**src/hdl/bqd_pkg.sv**
```systemverilog
// Shared types and constants of the Q14 direct-form-I biquad filter.
`default_nettype none

package bqd_pkg;

	// Field and datapath widths
	localparam int unsigned SAMPLE_W   = 16;
	localparam int unsigned RESULT_W   = 18;
	localparam int unsigned COEF_W     = 16;
	localparam int unsigned ACC_W      = 32;
	localparam int unsigned Q_SHIFT    = 14;
	localparam int unsigned OUT_DATA_W = 24;

	// Configuration port layout
	localparam int unsigned APB_ADDR_W = 5;
	localparam int unsigned APB_DATA_W = 32;
	localparam int unsigned REG_IDX_W  = 3;

	// Register indexes
	localparam logic [REG_IDX_W-1:0] REG_B0 = 3'd0;
	localparam logic [REG_IDX_W-1:0] REG_B1 = 3'd1;
	localparam logic [REG_IDX_W-1:0] REG_B2 = 3'd2;
	localparam logic [REG_IDX_W-1:0] REG_A1 = 3'd3;
	localparam logic [REG_IDX_W-1:0] REG_A2 = 3'd4;

	// Reset coefficients: Butterworth low-pass
	localparam logic signed [COEF_W-1:0] B0_RESET = 16'sd1105;
	localparam logic signed [COEF_W-1:0] B1_RESET = 16'sd2210;
	localparam logic signed [COEF_W-1:0] B2_RESET = 16'sd1105;
	localparam logic signed [COEF_W-1:0] A1_RESET = 16'sd18727;
	localparam logic signed [COEF_W-1:0] A2_RESET = -16'sd6763;

	typedef logic signed [SAMPLE_W-1:0] sample_t;
	typedef logic signed [RESULT_W-1:0] result_t;
	typedef logic signed [COEF_W-1:0]   coef_val_t;

	// Filter coefficient set
	typedef struct packed {
		coef_val_t b0;
		coef_val_t b1;
		coef_val_t b2;
		coef_val_t a1;
		coef_val_t a2;
	} coef_t;

	// Delay line of past inputs and outputs
	typedef struct packed {
		sample_t in_1;
		sample_t in_2;
		result_t out_1;
		result_t out_2;
	} hist_t;

endpackage

`default_nettype wire

```
**src/hdl/bqd_mac.sv**
```systemverilog
// Five-tap multiply and saturating accumulate of the biquad, combinational.
`default_nettype none

module bqd_mac (
	input  wire bqd_pkg::coef_t   coef,
	input  wire bqd_pkg::hist_t   hist,
	input  wire bqd_pkg::sample_t x,
	output bqd_pkg::result_t      y
);

	localparam int unsigned AW = bqd_pkg::ACC_W;
	localparam int unsigned PW = bqd_pkg::COEF_W + bqd_pkg::RESULT_W;

	// Add two accumulator words, clamping to the signed range
	function automatic logic signed [AW-1:0] sat_add(
		input logic signed [AW-1:0] a,
		input logic signed [AW-1:0] b
	);
		logic signed [AW:0] s;
		logic signed [AW-1:0] r;
		s = {a[AW-1], a} + {b[AW-1], b};
		if (s[AW] != s[AW-1]) begin
			r = s[AW] ? {1'b1, {(AW-1){1'b0}}} : {1'b0, {(AW-1){1'b1}}};
		end else begin
			r = s[AW-1:0];
		end
		return r;
	endfunction

	logic signed [AW-1:0] p_b0;
	logic signed [AW-1:0] p_b1;
	logic signed [AW-1:0] p_b2;
	logic signed [PW-1:0] p_a1_full;
	logic signed [PW-1:0] p_a2_full;
	logic signed [AW-1:0] acc_1;
	logic signed [AW-1:0] acc_2;
	logic signed [AW-1:0] acc_3;
	logic signed [AW-1:0] acc_4;

	// Form the products; the feedback ones wrap to the accumulator width
	always_comb begin
		p_b0      = AW'(coef.b0) * AW'(x);
		p_b1      = AW'(coef.b1) * AW'(hist.in_1);
		p_b2      = AW'(coef.b2) * AW'(hist.in_2);
		p_a1_full = PW'(coef.a1) * PW'(hist.out_1);
		p_a2_full = PW'(coef.a2) * PW'(hist.out_2);
	end

	// Accumulate in fixed order, saturating at each add
	always_comb begin
		acc_1 = sat_add(p_b0, p_b1);
		acc_2 = sat_add(acc_1, p_b2);
		acc_3 = sat_add(acc_2, $signed(p_a1_full[AW-1:0]));
		acc_4 = sat_add(acc_3, $signed(p_a2_full[AW-1:0]));
	end

	// Drop the Q14 fraction with an arithmetic (flooring) shift
	assign y = $signed(acc_4[AW-1:bqd_pkg::Q_SHIFT]);

endmodule

`default_nettype wire

```
**src/hdl/biquad_iir_saturating_q14.sv**
```systemverilog
// Top level of the Q14 direct-form-I biquad filter with stream and APB ports.
`default_nettype none

// One sample in, one sample out, at one sample per clock when not stalled. A
// sample taken on the slave stream is held in an input register; when the
// output register is free or being taken, the five products and four
// saturating adds, formed in one pass, are written to the output register
// together with the delay line, and the result is offered on the master
// stream from that register. The feedback through the previous outputs
// closes this loop through the delay line register. The input side stalls
// only when both the input and output registers hold samples and the master
// stream is not taking. Coefficients are Q14, written over APB at byte
// address 4*i (b0, b1, b2, a1, a2); write them only while the filter is idle.
module biquad_iir_saturating_q14 (
	input  wire                                 clk,
	input  wire                                 arst_n,
	// Slave stream
	input  wire                                 s_tvalid,
	output logic                                s_tready,
	input  wire [bqd_pkg::SAMPLE_W-1:0]         s_tdata,   // [15:0] sample_in
	// Master stream
	output logic                                m_tvalid,
	input  wire                                 m_tready,
	output logic [bqd_pkg::OUT_DATA_W-1:0]      m_tdata,   // [17:0] sample_out, [23:18] zero
	// Configuration
	input  wire                                 psel,
	input  wire                                 penable,
	input  wire                                 pwrite,
	input  wire [bqd_pkg::APB_ADDR_W-1:0]       paddr,
	input  wire [bqd_pkg::APB_DATA_W-1:0]       pwdata,
	output logic [bqd_pkg::APB_DATA_W-1:0]      prdata,
	output logic                                pready
);

	localparam int unsigned PAD_W = bqd_pkg::OUT_DATA_W - bqd_pkg::RESULT_W;
	localparam int unsigned RD_PAD_W = bqd_pkg::APB_DATA_W - bqd_pkg::COEF_W;

	bqd_pkg::coef_t   coef_q;
	bqd_pkg::hist_t   hist_q;
	bqd_pkg::sample_t x_s1;
	logic             valid_s1;
	bqd_pkg::result_t y_q;
	logic             out_valid_q;
	bqd_pkg::result_t y_next;
	logic             advance;
	logic             cfg_wr;
	logic [bqd_pkg::REG_IDX_W-1:0] reg_idx;
	logic [bqd_pkg::COEF_W-1:0]    rd_val;

	// Configuration access
	assign pready  = 1'b1;
	assign reg_idx = paddr[bqd_pkg::APB_ADDR_W-1:2];
	assign cfg_wr  = psel & penable & pwrite & pready;

	always_ff @(posedge clk or negedge arst_n) begin
		if (!arst_n) begin
			coef_q.b0 <= bqd_pkg::B0_RESET;
			coef_q.b1 <= bqd_pkg::B1_RESET;
			coef_q.b2 <= bqd_pkg::B2_RESET;
			coef_q.a1 <= bqd_pkg::A1_RESET;
			coef_q.a2 <= bqd_pkg::A2_RESET;
		end else if (cfg_wr) begin
			unique case (reg_idx)
				bqd_pkg::REG_B0: coef_q.b0 <= pwdata[bqd_pkg::COEF_W-1:0];
				bqd_pkg::REG_B1: coef_q.b1 <= pwdata[bqd_pkg::COEF_W-1:0];
				bqd_pkg::REG_B2: coef_q.b2 <= pwdata[bqd_pkg::COEF_W-1:0];
				bqd_pkg::REG_A1: coef_q.a1 <= pwdata[bqd_pkg::COEF_W-1:0];
				bqd_pkg::REG_A2: coef_q.a2 <= pwdata[bqd_pkg::COEF_W-1:0];
				default: ;
			endcase
		end
	end

	// Read back the selected coefficient
	always_comb begin
		unique case (reg_idx)
			bqd_pkg::REG_B0: rd_val = coef_q.b0;
			bqd_pkg::REG_B1: rd_val = coef_q.b1;
			bqd_pkg::REG_B2: rd_val = coef_q.b2;
			bqd_pkg::REG_A1: rd_val = coef_q.a1;
			bqd_pkg::REG_A2: rd_val = coef_q.a2;
			default:         rd_val = '0;
		endcase
	end
	assign prdata = {{RD_PAD_W{1'b0}}, rd_val};

	// Handshake: the input stage advances whenever it holds a sample and the output register is empty or being taken
	assign advance  = valid_s1 & (~out_valid_q | m_tready);
	assign s_tready = ~valid_s1 | advance;

	// Input register
	always_ff @(posedge clk or negedge arst_n) begin
		if (!arst_n) begin
			valid_s1 <= 1'b0;
		end else if (s_tready) begin
			valid_s1 <= s_tvalid;
		end
	end

	always_ff @(posedge clk) begin
		if (s_tvalid && s_tready) begin
			x_s1 <= s_tdata;
		end
	end

	bqd_mac u_mac (
		.coef (coef_q),
		.hist (hist_q),
		.x    (x_s1),
		.y    (y_next)
	);

	// Output register and delay line advance together
	always_ff @(posedge clk or negedge arst_n) begin
		if (!arst_n) begin
			out_valid_q <= 1'b0;
			hist_q      <= '0;
		end else begin
			if (advance) begin
				out_valid_q  <= 1'b1;
				hist_q.in_1  <= x_s1;
				hist_q.in_2  <= hist_q.in_1;
				hist_q.out_1 <= y_next;
				hist_q.out_2 <= hist_q.out_1;
			end else if (m_tready) begin
				out_valid_q <= 1'b0;
			end
		end
	end

	always_ff @(posedge clk) begin
		if (advance) begin
			y_q <= y_next;
		end
	end

	assign m_tvalid = out_valid_q;
	assign m_tdata  = {{PAD_W{1'b0}}, y_q};

	// The delay line carries the result just written
	a_out_hist: assert property (@(posedge clk) disable iff (!arst_n)
		advance |=> (hist_q.out_1 == y_q))
		else $error("delay line out_1 differs from the emitted result");

	// Past inputs shift along on each advance
	a_in_shift: assert property (@(posedge clk) disable iff (!arst_n)
		advance |=> (hist_q.in_1 == $past(x_s1)) && (hist_q.in_2 == $past(hist_q.in_1)))
		else $error("input delay line did not shift");

	// Past outputs shift along on each advance
	a_out_shift: assert property (@(posedge clk) disable iff (!arst_n)
		advance |=> (hist_q.out_2 == $past(hist_q.out_1)))
		else $error("output delay line did not shift");

	// Input stalls only when both registers are full and the output is held
	a_stall: assert property (@(posedge clk) disable iff (!arst_n)
		!s_tready |-> (valid_s1 && out_valid_q && !m_tready))
		else $error("input stalled with room in the pipeline");

endmodule

`default_nettype wire
```
**config.mk**
```make
export PLATFORM = sky130hd
export DESIGN_NAME = biquad_iir_saturating_q14
export DESIGN_NICKNAME = d
export VERILOG_FILES = /design/src/hdl/bqd_pkg.sv /design/src/hdl/bqd_mac.sv /design/src/hdl/biquad_iir_saturating_q14.sv
export SDC_FILE = /design/constraint.sdc
export NUM_CORES = 2
export LEC_CHECK = 0
export ABC_AREA = 1
export BUFFER_PORTS_ARGS = -buffer_cell sky130_fd_sc_hd__buf_2
export CAP_MARGIN = 30
export CORE_MARGIN = 10
export CORE_UTILIZATION = 40
export CTS_CLUSTER_SIZE = 40
export DETAILED_ROUTE_END_ITERATION = 8
export SYNTH_ARGS = -nofsm -noshare
export SYNTH_HDL_FRONTEND = slang
export SYNTH_SLANG_ARGS = --single-unit
```
**constraint.sdc**
```tcl
create_clock -name clk -period 16.6 [get_ports clk]
set_input_delay 3.32 -clock clk [delete_from_list [all_inputs] [get_ports clk]]
set_output_delay 3.32 -clock clk [all_outputs]
set_load 0.03 [all_outputs]
```
==> flow_metrics.py <==
metrics = {
    "timing": {
        "fmax_mhz": 61.4,
        "worst_slew_pin_slew_ns": 1.03,
        "fin_crit_ns": 16.29,
        "skew_ns": 0.0240,
        "hold_viol": 0,
        "period_share_pct": 98.1,
        "setup_viol": 0,
        "rsz0062_at_grt": "true",
        "setup_slack_ns": 0.308,
        "slew_headroom_pct": 30.9,
        "drv_slew": 0,
    },
    "clocking": {
        "cts_buffer_depth": 2,
        "cts_buffers": 17,
        "path_clk_slew_ns": 0.10,
        "ctsHoldBuffers": 0,
        "clock_sinks": 184,
        "cts_root_buf": "clkbuf_16",
        "cts_tree": "done",
        "clock_latency_ns": 0.52,
        "htreeDepth": 4,
    },
    "placed_design": {
        "place_area_mm2": 0.0705,
        "io_buffers": 77,
        "dp_hpwl_mm": 151,
        "pre_cts_slack_ns": -0.884,
        "gp_congestion": 0.900,
    },
    "worst_setup_path": {
        "slowest_delay_ns": 0.64,
        "crit_fanout": 9,
        "critical-path-top-delay-family": "adder cells",
        "critPathLaunchType": "register",
        "critical_path_required_ns": 16.86,
        "cp_num_buf_inv": 26,
        "crit_arrival_ns": 16.55,
        "cp_common_cell": "fa_1",
        "slowest_stage": "fa_2",
        "cp-end-kind": "register",
        "critPathKind": "reg2reg",
    },
    "synth": {
        "synthDistinctLibCells": 60,
        "ys_seq_area_share_pct": 7.54,
        "yosysTopAreaCellShare_pct": 45.1,
        "synth_area_leaders": "fa_1 45%, inv_1 14%, nand2_1 11%, ha_1 9.4%, dfrtp_1 4.8%",
        "postSynthAreaPerCell_um2": 8.13,
        "synthMuxAreaShare_pct": 0,
        "synthSimpleGateAreaFrac_pct": 14.0,
        "synth_compound_area_share_pct": 4.94,
        "synthCells": 7842,
        "synthXorXnorAreaFrac_pct": 2.86,
        "yosys_warnings": 0,
        "synth_area_mm2": 0.0638,
        "synthFlopType": "dfrtp_1",
        "synthAdderAreaFrac_pct": 54.5,
        "synth_async_sr_flop_share_pct": 81.5,
        "synth_area_leader_cell": "fa_1",
        "ys_seq_elements": 184,
        "synth-edff-count": 34,
        "synth_top_family_by_area": "adder cells",
    },
    "die": {
        "io_pins": 119,
        "dieArea_mm2": 0.176,
        "start_util_pct": 40.3,
        "die_h_um": 419,
        "core_mm2": 0.158,
        "die-width_um": 419,
        "rows": 146,
    },
    "cells_and_area": {
        "final_cell_mix": "2277 x inv_1, 1821 x nand2_1, 1417 x fa_1",
        "drive_gt1_share_pct": 16.6,
        "syn_to_final_growth_pct": 17.0,
        "nNetsFinal": 10300,
        "mostFrequentLayoutCell": "inv_1",
        "final_cell_area_mm2": 0.0746,
    },
    "min_path": {
        "hold_class": "reg2reg",
    },
    "route": {
        "drt_iter0_markers": 2761,
        "wl_met1_mm": 70.3,
        "routed-wl-met2_mm": 88.5,
        "routed.top_layer": "met4",
        "firstDrtPassIters": 5,
        "met3_length_mm": 7.85,
        "ant_nets": 0,
        "drc": 0,
        "viasPerCell": 4.80,
        "wl_per_cell_um": 16.8,
        "vias": 49800,
        "drt_wl_total_mm": 175,
    },
    "flow_run": {
        "max_cap_viol_count": 0,
    },
    "run_status": {
        "status": "completed",
    },
    "global_route": {
        "grt_usage_pct": 20.5,
        "grt_pass1_vias": 54600,
        "grt_pass1_wl_mm": 287,
        "grt_max_degree": 79,
        "antenna_found_initial": 1,
        "grt_overflow": 0,
    },
}
## Yosys cell counts (51+ instances only)
cell type and n:
nand2_1 1921, inv_1 2311, xor2_1 106, fa_1 1436, dfrtp_1 122, xnor2_1 102
o21ai_0 229, nand3_1 51, clkbuf_1 344, ha_1 479, a21oi_1 222, nor2_1 136
## worst reg2reg max path, delay by kind of cell (launching register included)
family / cells / cell delay, ns
buf+inv: 26 / 3.03
simple gates: 31 / 3.06
compound gates: 9 / 1.57
xor+xnor: 2 / 0.44
fa+ha+maj: 17 / 7.51
flops: 1 / 0.43
## final timing paths
| kind | cells after the start | slack [ns] | end | start |
|---|---|---|---|---|
| min in group asynchronous | 1 | 2.78 | valid_s1 | arst_n |
| worst max-delay path | 85 | 0.31 | y_q[13] | x_s1[2] |
| worst min register to register | 2 | 0.50 | hist_q[51] | hist_q[51] |
| worst max register to register | 85 | 0.31 | y_q[13] | x_s1[2] |
| max in group asynchronous | 3 | 11.90 | coef_q[63] | arst_n |
| worst min-delay path | 2 | 0.50 | hist_q[51] | hist_q[51] |
## per-layer routing
metal	vias up	GRT usage [%]
met3	279	2.24
met4	0	7.82
li1	23100	-
met5	-	0
met2	1139	36.5
met1	25300	25.3
## what timing repair did
item                                    in CTS  in global routing
buffers inserted                             9                 69
resized for setup                           81                523
endpoints found under the setup margin      36                 36
cloned                                       5                  7
pin swaps                                   27                215
## through the flow
step	hold slack (ns)	setup TNS [ns]	instances	utilization [%]
6_report	0.504	0	10400	47.1
5_1_grt	0.530	-13.94	10400	47.1
4_1_cts	0.507	0	10300	45.2
3_5_place_dp	0.484	-29.90	10300	44.5
3_3_place_gp	0.475	-45.07	10300	44.5
2_1_floorplan	0.453	0	7863	-
## cell families after synthesis
group / count (synthesis)
other cells: 2
simple gates: 2247
xor+xnor: 208
compound gates: 570
flops: 184
fa+ha+maj: 1915
buf+inv: 2716
## state kept, by name (all words and copies together), names as in the netlist
register	count
coef_q	80
hist_q	68
y_q	18
x_s1	16
m_tvalid	1
valid_s1	1
## cell type report
class                   instances  area [um2]
fillers                     15200       83800
multi-input cells            4968       51100
inverters                    2313        8700
repair buffers                818        6740
flip-flops and latches        184        4820
well taps                    2072        2590
clock buffers                  17         425
clock inverters                15         218
diodes                          1        2.50
Power is left out: the tool's default activity adds up to more than one toggle a clock period on the data nets, which glitch-free logic cannot reach.
